==> src/mts_pkg.sv <==
// ----------------------------------------------------------------------------
// mts_pkg
// Types and constants shared by the timer scheduler and its checker.
// ----------------------------------------------------------------------------
package mts_pkg;

   localparam int RESULT_LIMIT = 16;
   localparam int COUNT_W      = $clog2(RESULT_LIMIT + 1);

   typedef enum logic [1:0] {
      OP_TICK    = 2'd0,
      OP_ONESHOT = 2'd1,
      OP_RECUR   = 2'd2,
      OP_DELETE  = 2'd3
   } op_type;

   typedef enum logic [1:0] {
      KIND_FIRED   = 2'd0,
      KIND_ACCEPT  = 2'd1,
      KIND_REJECT  = 2'd2,
      KIND_DELETED = 2'd3
   } kind_type;

   typedef enum logic [1:0] {
      ST_IDLE,
      ST_SCAN,
      ST_DECIDE,
      ST_FLUSH
   } state_type;

   typedef struct packed {
      logic [31:0] ident;
      logic [31:0] deadline;
      logic [30:0] interval;
      logic        repeats;
   } slot_type;

endpackage

==> src/mts_if.sv <==
// ----------------------------------------------------------------------------
// mts channel interfaces
// Request and response channels with valid/ready handshake.
// ----------------------------------------------------------------------------
interface mts_req_if;
   logic               valid;
   logic               ready;
   logic [1:0]         operation;
   logic [31:0]        timer_id;
   logic signed [31:0] delay_ticks;

   modport source (output valid, output operation, output timer_id, output delay_ticks,
                   input ready);
   modport sink   (input valid, input operation, input timer_id, input delay_ticks,
                   output ready);
endinterface

interface mts_rsp_if;
   logic        valid;
   logic        ready;
   logic [1:0]  kind;
   logic [31:0] fired_or_echo_id;
   logic        last;

   modport source (output valid, output kind, output fired_or_echo_id, output last,
                   input ready);
   modport sink   (input valid, input kind, input fired_or_echo_id, input last,
                   output ready);
endinterface

==> src/multi_timer_scheduler_core.sv <==
// ----------------------------------------------------------------------------
// multi_timer_scheduler_core
// Software-style timer queue: slot table in one synchronous memory, swept
// one slot per cycle to fire due timers, cancel ids and find free slots.
//
//   channel   direction  handshake          payload
//   req_chan  in         valid/ready        operation, timer_id, delay_ticks
//   rsp_chan  out        valid/ready        kind, fired_or_echo_id, last
//   csr_*     in         write enable only  enabled
//
// a pass sweeps every slot of the memory; each request is taken in the idle state before its first pass
// create and delete: one pass, then the response is handed over in the flush state
// tick: a pass per fired timer and a closing pass, at most 16 fires; the closing pass is
// skipped after a sixteenth fire that reloads, and a tick while disabled makes no pass
// one response waits in the output register, so the next request is taken while it stalls
// synchronous reset clears time, valid bits and control, holds ready low; enabled resets to 1
// ----------------------------------------------------------------------------
module multi_timer_scheduler_core #(
   parameter int MAX_TIMERS = 16
) (
   input  logic       clock,
   input  logic       reset,
   mts_req_if.sink    req_chan,
   mts_rsp_if.source  rsp_chan,
   input  logic       csr_we,
   input  logic       csr_wdata
);

   localparam int IDX_W = (MAX_TIMERS > 1) ? $clog2(MAX_TIMERS) : 1;
   localparam int PTR_W = $clog2(MAX_TIMERS + 1);
   localparam logic [PTR_W-1:0] PTR_END = PTR_W'(MAX_TIMERS);
   localparam logic [mts_pkg::COUNT_W-1:0] COUNT_END =
      mts_pkg::COUNT_W'(mts_pkg::RESULT_LIMIT);

   mts_pkg::state_type state_ff, state_in;
   logic               enabled_ff;
   logic [31:0]        time_ff, time_in;
   mts_pkg::op_type    op_ff, op_in;
   logic [31:0]        req_id_ff, req_id_in;
   logic [30:0]        delay_ff, delay_in;

   logic [MAX_TIMERS-1:0] valid_ff, valid_in;
   logic [MAX_TIMERS-1:0] done_ff, done_in;

   logic [PTR_W-1:0]   ptr_ff, ptr_in;
   logic               stg_vld_ff, stg_vld_in;
   logic [IDX_W-1:0]   stg_idx_ff, stg_idx_in;
   mts_pkg::slot_type  rd_word_ff;

   logic               sel_en_ff, sel_en_in;
   logic               cancel_act_ff, cancel_act_in;
   logic [31:0]        cancel_id_ff, cancel_id_in;
   logic               best_found_ff, best_found_in;
   logic [IDX_W-1:0]   best_idx_ff, best_idx_in;
   mts_pkg::slot_type  best_word_ff, best_word_in;
   logic [31:0]        best_late_ff, best_late_in;
   logic               free_found_ff, free_found_in;
   logic [IDX_W-1:0]   free_idx_ff, free_idx_in;
   logic [mts_pkg::COUNT_W-1:0] count_ff, count_in;

   logic               pend_ff, pend_in;
   mts_pkg::kind_type  pend_kind_ff, pend_kind_in;
   logic [31:0]        pend_id_ff, pend_id_in;

   logic               rsp_valid_ff, rsp_valid_in;
   mts_pkg::kind_type  rsp_kind_ff, rsp_kind_in;
   logic [31:0]        rsp_id_ff, rsp_id_in;
   logic               rsp_last_ff, rsp_last_in;

   logic               mem_we;
   logic [IDX_W-1:0]   mem_wa;
   mts_pkg::slot_type  mem_wd;
   mts_pkg::slot_type  slot_mem [MAX_TIMERS];

   logic               req_ready;
   logic               out_free;
   logic [31:0]        late;
   logic               hit_cancel;
   logic               stg_valid_bit;

   assign req_chan.ready            = req_ready;
   assign rsp_chan.valid            = rsp_valid_ff;
   assign rsp_chan.kind             = rsp_kind_ff;
   assign rsp_chan.fired_or_echo_id = rsp_id_ff;
   assign rsp_chan.last             = rsp_last_ff;

   // slot table
   always_ff @(posedge clock) begin
      if (mem_we) begin
         slot_mem[mem_wa] <= mem_wd;
      end
      rd_word_ff <= slot_mem[ptr_ff[IDX_W-1:0]];
   end

   always_comb begin
      state_in      = state_ff;
      time_in       = time_ff;
      op_in         = op_ff;
      req_id_in     = req_id_ff;
      delay_in      = delay_ff;
      valid_in      = valid_ff;
      done_in       = done_ff;
      ptr_in        = ptr_ff;
      stg_vld_in    = 1'b0;
      stg_idx_in    = ptr_ff[IDX_W-1:0];
      sel_en_in     = sel_en_ff;
      cancel_act_in = cancel_act_ff;
      cancel_id_in  = cancel_id_ff;
      best_found_in = best_found_ff;
      best_idx_in   = best_idx_ff;
      best_word_in  = best_word_ff;
      best_late_in  = best_late_ff;
      free_found_in = free_found_ff;
      free_idx_in   = free_idx_ff;
      count_in      = count_ff;
      pend_in       = pend_ff;
      pend_kind_in  = pend_kind_ff;
      pend_id_in    = pend_id_ff;
      rsp_valid_in  = rsp_valid_ff;
      rsp_kind_in   = rsp_kind_ff;
      rsp_id_in     = rsp_id_ff;
      rsp_last_in   = rsp_last_ff;
      mem_we        = 1'b0;
      mem_wa        = best_idx_ff;
      mem_wd        = best_word_ff;
      req_ready     = (state_ff == mts_pkg::ST_IDLE) && !reset;

      out_free = !rsp_valid_ff || rsp_chan.ready;
      if (rsp_valid_ff && rsp_chan.ready) begin
         rsp_valid_in = 1'b0;
      end

      // slot evaluation, one slot per cycle
      stg_valid_bit = valid_ff[stg_idx_ff];
      late          = time_ff - rd_word_ff.deadline;
      hit_cancel    = cancel_act_ff && stg_valid_bit && (rd_word_ff.ident == cancel_id_ff);
      if (stg_vld_ff) begin
         if (hit_cancel) begin
            valid_in[stg_idx_ff] = 1'b0;
         end
         if (sel_en_ff && stg_valid_bit && !hit_cancel && !done_ff[stg_idx_ff] && !late[31]
             && (!best_found_ff || (late > best_late_ff))) begin
            best_found_in = 1'b1;
            best_idx_in   = stg_idx_ff;
            best_word_in  = rd_word_ff;
            best_late_in  = late;
         end
         if (!stg_valid_bit && !free_found_ff) begin
            free_found_in = 1'b1;
            free_idx_in   = stg_idx_ff;
         end
      end

      case (state_ff)
         mts_pkg::ST_IDLE: begin
            if (req_chan.valid) begin
               op_in         = mts_pkg::op_type'(req_chan.operation);
               req_id_in     = req_chan.timer_id;
               delay_in      = req_chan.delay_ticks[31] ? 31'd0 : req_chan.delay_ticks[30:0];
               ptr_in        = '0;
               best_found_in = 1'b0;
               free_found_in = 1'b0;
               pend_in       = 1'b0;
               count_in      = '0;
               done_in       = '0;
               sel_en_in     = 1'b0;
               cancel_act_in = 1'b0;
               cancel_id_in  = req_chan.timer_id;
               case (mts_pkg::op_type'(req_chan.operation))
                  mts_pkg::OP_TICK: begin
                     time_in = time_ff + 32'd1;
                     if (enabled_ff) begin
                        sel_en_in = 1'b1;
                        state_in  = mts_pkg::ST_SCAN;
                     end
                  end
                  mts_pkg::OP_DELETE: begin
                     cancel_act_in = 1'b1;
                     state_in      = mts_pkg::ST_SCAN;
                  end
                  default: begin
                     state_in = mts_pkg::ST_SCAN;
                  end
               endcase
            end
         end

         mts_pkg::ST_SCAN: begin
            if (ptr_ff != PTR_END) begin
               ptr_in     = ptr_ff + PTR_W'(1);
               stg_vld_in = 1'b1;
            end else if (!stg_vld_ff) begin
               state_in = mts_pkg::ST_DECIDE;
            end
         end

         mts_pkg::ST_DECIDE: begin
            case (op_ff)
               mts_pkg::OP_TICK: begin
                  if (!best_found_ff) begin
                     cancel_act_in = 1'b0;
                     state_in      = pend_ff ? mts_pkg::ST_FLUSH : mts_pkg::ST_IDLE;
                  end else if (!pend_ff || out_free) begin
                     if (pend_ff) begin
                        rsp_valid_in = 1'b1;
                        rsp_kind_in  = mts_pkg::KIND_FIRED;
                        rsp_id_in    = pend_id_ff;
                        rsp_last_in  = 1'b0;
                     end
                     pend_in              = 1'b1;
                     pend_kind_in         = mts_pkg::KIND_FIRED;
                     pend_id_in           = best_word_ff.ident;
                     done_in[best_idx_ff] = 1'b1;
                     count_in             = count_ff + mts_pkg::COUNT_W'(1);
                     ptr_in               = '0;
                     best_found_in        = 1'b0;
                     if (best_word_ff.repeats) begin
                        mem_we          = 1'b1;
                        mem_wd.deadline = time_ff + {1'b0, best_word_ff.interval};
                        cancel_act_in   = 1'b0;
                     end else begin
                        valid_in[best_idx_ff] = 1'b0;
                        cancel_act_in         = 1'b1;
                        cancel_id_in          = best_word_ff.ident;
                     end
                     state_in = mts_pkg::ST_SCAN;
                     if (count_ff + mts_pkg::COUNT_W'(1) == COUNT_END) begin
                        sel_en_in = 1'b0;
                        if (best_word_ff.repeats) begin
                           state_in = mts_pkg::ST_FLUSH;
                        end
                     end
                  end
               end
               mts_pkg::OP_DELETE: begin
                  cancel_act_in = 1'b0;
                  pend_in       = 1'b1;
                  pend_kind_in  = mts_pkg::KIND_DELETED;
                  pend_id_in    = req_id_ff;
                  state_in      = mts_pkg::ST_FLUSH;
               end
               default: begin
                  pend_in    = 1'b1;
                  pend_id_in = req_id_ff;
                  if (enabled_ff && free_found_ff) begin
                     pend_kind_in          = mts_pkg::KIND_ACCEPT;
                     mem_we                = 1'b1;
                     mem_wa                = free_idx_ff;
                     mem_wd.ident          = req_id_ff;
                     mem_wd.deadline       = time_ff + {1'b0, delay_ff};
                     mem_wd.interval       = delay_ff;
                     mem_wd.repeats        = (op_ff == mts_pkg::OP_RECUR);
                     valid_in[free_idx_ff] = 1'b1;
                  end else begin
                     pend_kind_in = mts_pkg::KIND_REJECT;
                  end
                  state_in = mts_pkg::ST_FLUSH;
               end
            endcase
         end

         mts_pkg::ST_FLUSH: begin
            if (out_free) begin
               rsp_valid_in = 1'b1;
               rsp_kind_in  = pend_kind_ff;
               rsp_id_in    = pend_id_ff;
               rsp_last_in  = 1'b1;
               pend_in      = 1'b0;
               state_in     = mts_pkg::ST_IDLE;
            end
         end

         default: begin
            state_in = mts_pkg::ST_IDLE;
         end
      endcase
   end

   always_ff @(posedge clock) begin
      if (reset) begin
         state_ff      <= mts_pkg::ST_IDLE;
         enabled_ff    <= 1'b1;
         time_ff       <= '0;
         valid_ff      <= '0;
         done_ff       <= '0;
         ptr_ff        <= '0;
         stg_vld_ff    <= 1'b0;
         sel_en_ff     <= 1'b0;
         cancel_act_ff <= 1'b0;
         best_found_ff <= 1'b0;
         free_found_ff <= 1'b0;
         count_ff      <= '0;
         pend_ff       <= 1'b0;
         rsp_valid_ff  <= 1'b0;
      end else begin
         state_ff      <= state_in;
         if (csr_we) begin
            enabled_ff <= csr_wdata;
         end
         time_ff       <= time_in;
         valid_ff      <= valid_in;
         done_ff       <= done_in;
         ptr_ff        <= ptr_in;
         stg_vld_ff    <= stg_vld_in;
         sel_en_ff     <= sel_en_in;
         cancel_act_ff <= cancel_act_in;
         best_found_ff <= best_found_in;
         free_found_ff <= free_found_in;
         count_ff      <= count_in;
         pend_ff       <= pend_in;
         rsp_valid_ff  <= rsp_valid_in;
      end
   end

   always_ff @(posedge clock) begin
      op_ff        <= op_in;
      req_id_ff    <= req_id_in;
      delay_ff     <= delay_in;
      stg_idx_ff   <= stg_idx_in;
      cancel_id_ff <= cancel_id_in;
      best_idx_ff  <= best_idx_in;
      best_word_ff <= best_word_in;
      best_late_ff <= best_late_in;
      free_idx_ff  <= free_idx_in;
      pend_kind_ff <= pend_kind_in;
      pend_id_ff   <= pend_id_in;
      rsp_kind_ff  <= rsp_kind_in;
      rsp_id_ff    <= rsp_id_in;
      rsp_last_ff  <= rsp_last_in;
   end

endmodule

==> src/flat_wrapper.sv <==
// flat-port wrapper written by rule: the top's interface ports become plain ports
module multi_timer_scheduler_core_flat 
#(
   parameter int MAX_TIMERS = 16
)
  (clock, reset, csr_we, csr_wdata, req_chan_valid, req_chan_operation, req_chan_timer_id, req_chan_delay_ticks, req_chan_ready, rsp_chan_valid, rsp_chan_kind, rsp_chan_fired_or_echo_id, rsp_chan_last, rsp_chan_ready);
  mts_req_if req_chan_i ();
  mts_rsp_if rsp_chan_i ();
  input  logic clock;
  input  logic reset;
  input  logic csr_we;
  input  logic csr_wdata;
  input wire logic [$bits(req_chan_i.valid)-1:0] req_chan_valid;
  input wire logic [$bits(req_chan_i.operation)-1:0] req_chan_operation;
  input wire logic [$bits(req_chan_i.timer_id)-1:0] req_chan_timer_id;
  input wire logic [$bits(req_chan_i.delay_ticks)-1:0] req_chan_delay_ticks;
  output wire logic [$bits(req_chan_i.ready)-1:0] req_chan_ready;
  output wire logic [$bits(rsp_chan_i.valid)-1:0] rsp_chan_valid;
  output wire logic [$bits(rsp_chan_i.kind)-1:0] rsp_chan_kind;
  output wire logic [$bits(rsp_chan_i.fired_or_echo_id)-1:0] rsp_chan_fired_or_echo_id;
  output wire logic [$bits(rsp_chan_i.last)-1:0] rsp_chan_last;
  input wire logic [$bits(rsp_chan_i.ready)-1:0] rsp_chan_ready;
  assign req_chan_i.valid = req_chan_valid;
  assign req_chan_i.operation = req_chan_operation;
  assign req_chan_i.timer_id = req_chan_timer_id;
  assign req_chan_i.delay_ticks = req_chan_delay_ticks;
  assign req_chan_ready = req_chan_i.ready;
  assign rsp_chan_valid = rsp_chan_i.valid;
  assign rsp_chan_kind = rsp_chan_i.kind;
  assign rsp_chan_fired_or_echo_id = rsp_chan_i.fired_or_echo_id;
  assign rsp_chan_last = rsp_chan_i.last;
  assign rsp_chan_i.ready = rsp_chan_ready;
  multi_timer_scheduler_core #(.MAX_TIMERS(MAX_TIMERS)) u_core (.clock(clock), .reset(reset), .req_chan(req_chan_i), .rsp_chan(rsp_chan_i), .csr_we(csr_we), .csr_wdata(csr_wdata));
endmodule
==> config.mk <==
export PLATFORM = sky130hd
export DESIGN_NAME = multi_timer_scheduler_core_flat
export DESIGN_NICKNAME = d
export VERILOG_FILES = /design/src/mts_pkg.sv /design/src/mts_if.sv /design/src/multi_timer_scheduler_core.sv /design/src/flat_wrapper.sv
export SDC_FILE = /design/constraint.sdc
export NUM_CORES = 2
export LEC_CHECK = 0
export BUFFER_PORTS_ARGS = -buffer_cell sky130_fd_sc_hd__buf_2
export CAP_MARGIN = 10
export CORE_MARGIN = 4
export CORE_UTILIZATION = 47
export CTS_BUF_LIST = sky130_fd_sc_hd__clkbuf_16
export DETAILED_ROUTE_END_ITERATION = 8
export HOLD_SLACK_MARGIN = 0.12
export SLEW_MARGIN = 20
export SYNTH_ARGS = -nofsm -noshare
export SYNTH_HDL_FRONTEND = slang
export SYNTH_SLANG_ARGS = --single-unit
==> constraint.sdc <==
create_clock -name clock -period 36.1 [get_ports clock]
set_clock_uncertainty 0.15 [all_clocks]
set_input_delay 1.805 -clock clock [delete_from_list [all_inputs] [get_ports clock]]
set_output_delay 1.805 -clock clock [all_outputs]
set_load 0.01 [all_outputs]
=== After elaboration in Yosys (flattened, before gate mapping) ===
Memory sizes are Yosys's and may differ from the RTL's. A register that Yosys moved wholly into a read port is not among the register bits.
Index checks and enable logic that the tools add are counted.

* $add $sub $neg: 6
* Magnitude comparators: 7
* Eq/ne operators: 27
* Mux-type cells: 136
* Bitwise operators: 7
* Reductions and logical operators: 48

{| class="wikitable"
|+ Operators by type and width
! operator !! number
|-
| 32-bit two-way mux || 18
|-
| 96-bit two-way mux || 2
|-
| 32-bit one-hot mux with 2 select lines || 3
|-
| 16-bit two-way mux || 11
|-
| 32-bit by 31-bit adder with 32-bit output || 2
|-
| 16-bit one-hot mux with 2 select lines || 2
|-
| 1-bit two-way mux || 51
|-
| 2-bit two-way mux || 20
|-
| 5-bit two-way mux || 8
|-
| 32-bit by 1-bit adder with 32-bit output (second input constant) || 1
|-
| 16-bit bitwise AND || 2
|-
| 32-bit == test || 1
|-
| 32-bit greater-than comparator || 1
|-
| 16-bit inverter || 2
|-
| 16-bit bitwise OR || 2
|-
| 32-bit subtractor || 1
|-
| 6-bit AND reduction || 5
|-
| 2-bit by 1-bit != test with 1-bit output (second input constant) || 9
|-
| 4-bit by 5-bit < comparator with 1-bit output (second input constant) || 3
|-
| 5-bit one-hot mux with 3 select lines || 1
|-
| 1-bit logical AND || 14
|-
| 1-bit one-hot mux with 2 select lines || 7
|-
| 1-bit demux with 4-bit select || 3
|-
| 4-bit by 1-bit greater-or-equal comparator with 1-bit output (second input constant) || 3
|-
| other kinds (26) || 59
|}

* Flip-flop bits (word level): 390
* Memory bits (writable): 1536
* Input port bits: 72
* Word-level logic and storage cells: 263
* Memories: 1

{| class="wikitable"
|+ Memory list
! name !! depth !! bits a word !! rd ports !! clocked after Yosys merged registers in !! write ports !! RTL line !! source
|-
| u_core.slot_mem || 16 || 96 || 1 || 1 || 1 || multi_timer_scheduler_core.sv:73 || <nowiki>mts_pkg::slot_type slot_mem [MAX_TIMERS];</nowiki>
|}

=== Depth between registers and ports, before layout ===
* Depth after elaboration: 15
* Gate-level depth with buffers: 22

=== Worst setup path before layout ===
No wires, ideal clock.

* Path kind: register -> register
* Start: reg u_core.time_ff[0]
* End: reg u_core.best_idx_ff[0], enable pin
* Library setup time: 0.786 ns
* Arrival: 12.590 ns
* Setup slack: 22.574 ns
* Cell stages (with the launch flop): 20
* Path buffers: 0
* Clock period less this slack: 13.526 ns
* Cells stage by stage: dfxtp_1 inv_1 ha_1 fa_1 nor2b_1 o31a_1 o31a_1 a211o_1 a21oi_1 a311o_2 a21oi_2 mux2i_1 o2111ai_1 ha_1 nand4_1 nor4_1 nand2_1 a21oi_1 nor4_1 nor3_1

* Cells in the longest elaborated chain, start to end: 5
* Elaborated cells between the ends (all ways): 7
* Classes of those cells: 1 x add/sub; 1 x order compare; 5 x reduce/logical

{| class="wikitable"
|+ Ends and longest elaborated chain
! item !! RTL line !! source
|-
| from (decl) || multi_timer_scheduler_core.sv:37 || <nowiki>logic [31:0] time_ff, time_in;</nowiki>
|-
| from (signal assigned) || multi_timer_scheduler_core.sv:300 || <nowiki>time_ff <= time_in;</nowiki>
|-
| 32-bit subtractor || multi_timer_scheduler_core.sv:135 || <nowiki>late = time_ff - rd_word_ff.deadline;</nowiki>
|-
| net u_core.late[28] || multi_timer_scheduler_core.sv:77 || <nowiki>logic [31:0] late;</nowiki>
|-
| 32-bit greater-than comparator || multi_timer_scheduler_core.sv:142 || <nowiki>&& (!best_found_ff || (late > best_late_ff))) begin</nowiki>
|-
| 1-bit logical OR || multi_timer_scheduler_core.sv:142 ||
|-
| 1-bit logical AND || multi_timer_scheduler_core.sv:142 ||
|-
| 2-bit AND reduction (no line) || -- ||
|-
| to (signal assigned) || multi_timer_scheduler_core.sv:321 || <nowiki>best_idx_ff <= best_idx_in;</nowiki>
|-
| to (decl) || multi_timer_scheduler_core.sv:54 || <nowiki>logic [IDX_W-1:0] best_idx_ff, best_idx_in;</nowiki>
|}

The timed path passes the listed nets, and every way through them passes these cells.
A chain may end at the register's enable or synchronous reset.

=== Worst setup path in the final report ===
* Start: reg u_core.time_ff[0]
* End: reg u_core.best_word_ff[84] (netlist bit), enable pin

* Cells in the longest elaborated chain, start to end: 5
* Elaborated cells between the ends (all ways): 7
* Classes of those cells: 1 x add/sub; 1 x order compare; 5 x reduce/logical

{| class="wikitable"
|+ Ends and longest elaborated chain
! item !! RTL line !! source
|-
| 32-bit subtractor || multi_timer_scheduler_core.sv:135 ||
|-
| net u_core.late[28] || multi_timer_scheduler_core.sv:77 ||
|-
| 32-bit greater-than comparator || multi_timer_scheduler_core.sv:142 ||
|-
| 1-bit logical OR || multi_timer_scheduler_core.sv:142 ||
|-
| 1-bit logical AND || multi_timer_scheduler_core.sv:142 ||
|-
| 2-bit AND reduction (no line) || -- ||
|-
| to (signal assigned) || multi_timer_scheduler_core.sv:322 || <nowiki>best_word_ff <= best_word_in;</nowiki>
|-
| to (decl) || multi_timer_scheduler_core.sv:55 || <nowiki>mts_pkg::slot_type best_word_ff, best_word_in;</nowiki>
|}

The timed path passes the listed nets, and every way through them passes these cells.

==> results.txt <==
- Buffering stage count on the worst path with inverters included: 3
* Achievable Freq: 147 MHz
* Insertion delay of the later-clocked pin in the worst-skew pair: 0.85 ns
- The sequential cells in the finished layout cover a total of 58900 sq um.
- The clock tree synthesis step divided the H-tree into 4 levels.
* Pwr per Cell Area: 57.6 nW/um^2
* Leading post-synthesis cells by instance count: sky130_fd_sc_hd__edfxtp_1, sky130_fd_sc_hd__mux4_2, sky130_fd_sc_hd__nand2_1, sky130_fd_sc_hd__dfxtp_1, sky130_fd_sc_hd__nor2_1
* DR WL/cell: 29.2 microns
- The number of hold violations in the final report is 0.
- STA classifies the critical path startpoint as a flop.
- Crit-path cells: inv_1, ha_1, fa_1, nor2b_1, o31a_1, o31a_1, a211o_1, a21oi_1, a311o_2, a21oi_2, mux2i_1, o2111ai_1, ha_1, nand4_1, nor4_1, nand2_1, a21oi_1, nor4_1, nor3_2, buf_4, buf_4
- Last weighted congestion value of the routability-driven placer: 0.863
- The most used flip-flop cell after synthesis is sky130_fd_sc_hd__edfxtp_1.
- Kind of critical path: reg -> reg
* Share of cells above drive strength 1: 22.3%
- Number of cells produced by synthesis: 4387
- By area the synthesized netlist is led by sky130_fd_sc_hd__edfxtp_1, sky130_fd_sc_hd__mux4_2, sky130_fd_sc_hd__dfxtp_1.
- The setup check on the worst reg-to-reg path leaves a slack of 29.30 ns.
- Once the floorplan was initialized, standard cells occupied 47.2% of the core.
* Vias per Instance: 5.89
- Register share of total power: 50.7%
- In this run switching power makes up 23.5% of total power.
* Max-slew violation total from the final report: 0
- Iter 0 DRT Violations: 4286
- The highest metal layer carrying signal wires in the routed design is met5.
* Sum of overflow across all layers after global routing: 0
- After legalization and detailed placement, the total HPWL measured 124 mm.
- Final layout net count: 4817
- Multi-input gate area: 21300 sq um
- Maximum number of pins on one net before global-route repair: 146
- Met2 WL: 104 mm
- Relative contribution of the clock network to total power: 39.6%
- In this run, synthesis produced a sequential element count of 2022.
- Final setup fails: 0
- For this design the static power due to leakage is 30.1 nW.
* Worst path max stage delay: 0.82 ns
* Boundary Pins: 109
* Maximum resistive drop on vdd: 0.0514 mV
- For this run, the number of Yosys warnings is 0.
- Setup repair after global routing left no endpoint under its margin.
- Global-route wire length before repair: 301 mm
* Net Count, Synth: 4594
* Required time of the critical path: 36.40 ns
- Synthesized cell area: 81000 sq um
- Leading cell type by number of instances after synthesis: sky130_fd_sc_hd__edfxtp_1
* Antenna violations before repair: 9
- Proportion of power drawn by combinational gates: 9.7%
- The kind of cell with the highest combined delay along the critical path is compound AO/OA/AOI/OAI gates.
* Worst slew slack as a fraction of its limit: 20.0%
- Hold repair after CTS inserted 0 buffers.
- The count of nets left with antenna violations once routing finished came out at 0.
- Total net switching power: 1.24 mW
* Routed wire length: 207 mm
- For this run, asynchronously set or reset flops after synthesis account for 0%.
- Fraction of the cycle the final worst path needs: 18.8%
- Chip width: 423 microns
- Post-CTS timing repair inserted 0 buffers for setup.
- Total number of clock tree sinks: 2022
- At the pin with the least slew margin, the transition time is 1.19 ns.
- Drt drc: 0
- The largest individual stage delay along the critical path comes from the cell sky130_fd_sc_hd__buf_4.
- Outcome: finished clean
* Leading area contributor after synthesis: sky130_fd_sc_hd__edfxtp_1
- Worst hold path type: reg -> reg
- In this run the core area contains 152 standard-cell rows.
- Final hold analysis gives a worst-case slack of 0.253 ns.
- In this run the standard cell core region covers 172000 sq um.
* Syn_area_per_cell: 18.5 sq um
* Post-place setup slack: 29.25 ns
- Port buffering added 108 buffers.
* Count of max-cap constraint violations: 0
- Via count of the first global-routing pass: 42100
- Clock tree from TritonCTS: yes
* Crit path DAT: 7.11 ns
- Internal power summed over all cells: 4.04 mW
* Number of buffers added by the clock tree synthesis step: 204
* Number of distinct library cells after synthesis: 82
* Maximum count of clock buffers along a single path: 3
* PostCTS Resize Cnt: 0
* Die height: 423 microns
* Aggregate negative setup slack: 0 ns
- Final critical delay including setup and external delays: 6.80 ns
* Sequential element share of the synthesized area: 72.7%
- DRT Pass-1 Iters: 5
* Met1 routed wirelength after detailed routing: 87.0 mm
- After detailed routing, the met3 layer carries 10.6 mm of wire.
- Summed over its instances, the top area cell type makes up 68.1% of the synthesized netlist area.
- The die covers 179000 sq um.
* Final worst-path setup slack: 29.30 ns
- From synthesis to final layout, the design area changed by 12.9%.
- Critical Path Fanout Max: 55
- Library cell used as clock root buffer: sky130_fd_sc_hd__clkbuf_16
* Number of synthesized flops with an enable pin: 1838
- Filler cell count: 13600
* Via count: 41800
- STA classifies the critical path endpoint as a flop.
- After clock tree synthesis, the clock-pin slew on the worst setup and hold paths is 0.06 ns.
- Global routing used 23.1% of the available tracks.
[cells by family (layout without fill, tap and decap cells)]
kind of cell / after synthesis / in the layout / share of synthesized area [%]
simple gates: 809 / 809 / 4.57
buf+inv: 288 / 688 / 1.34
other cells: 0 / 2 / 0
compound gates: 473 / 473 / 3.76
xor+xnor: 131 / 131 / 1.42
flops: 2022 / 2022 / 72.7
fa+ha+maj: 135 / 135 / 2.11
mux: 529 / 529 / 14.1
[path summary, 6_finish.rpt]
kind | from | endpoint | cells past startpoint
worst max-delay path | u_core.time_ff[0] | u_core.best_word_ff[84] | 21
worst min-delay path | u_core.rd_word_ff[18] | u_core.best_word_ff[18] | 0
worst max register to register | u_core.time_ff[0] | u_core.best_word_ff[84] | 21
worst min register to register | u_core.rd_word_ff[18] | u_core.best_word_ff[18] | 0
[layout by cell type (no fill, tap or decap), drive strengths merged, types with 17 or more instances in the layout]
master and count:
edfxtp 1838, mux4 489, nand2 398, clkbuf 206, buf 200, dfxtp 184
inv 164, nor2 142, ha 132, a21oi 121, o21ai 120, clkinv 94
xnor2 75, xor2 56, nor2b 52, a21o 47, nand3 41, nand4 38
mux2 33, nor3 32, bufinv 22, o21a 20, and3 20, a31oi 20
a22oi 20, nand2b 20, or3 19, a221oi 17
[power groups by stage]
stage,logic [mW],clock network (mW),registers (mW)
floorplan,0.363,0,2.69
global placement,0.519,0,2.72
detailed placement,0.519,0,2.72
CTS,0.521,2.13,2.68
global route,0.550,2.24,2.68
finish,0.509,2.09,2.68
[per-stage QoR]
stage | power (mW) | utilization [%] | area (sq um) | instances
finish | 5.27 | 53.3 | 91500 | 7099
CTS | 5.33 | 53.3 | 91500 | 7097
detailed placement | 3.24 | 49.4 | 84800 | 6714
global route | 5.47 | 53.3 | 91500 | 7097
global placement | 3.24 | 49.4 | 84800 | 6712
floorplan | 3.05 | - | 81000 | 4387
[final cells by class]
cell class	count	share of cell area (%)
sequential	2022	64.4
multi-input combinational	2077	23.3
clock buffer	206	5.63
tap	2310	3.16
clock inverter	177	1.65
timing repair buffer	200	1.48
inverter	105	0.432
antenna	2	0.00547
[registers in the layout, indices dropped and copies added (netlist names), 31 cells and up]
signal / flops
u_core.cancel_id_ff: 32
u_core.slot_mem: 1536
u_core.rd_word_ff: 96
u_core.req_id_ff: 32
u_core.delay_ff: 31
u_core.time_ff: 32
u_core.best_late_ff: 32
u_core.best_word_ff: 96
u_core.rsp_chan.fired_or_echo_id: 32
u_core.pend_id_ff: 32
[per-layer routing]
metal | vias to the layer above | GRT usage, %
li1 | 18100 | -
met1 | 22100 | 32.0
met2 | 1299 | 38.6
met3 | 298 | 3.37
met4 | 2 | 6.59
met5 | - | 0
No activity file was read; power rests on OpenSTA's default activity.
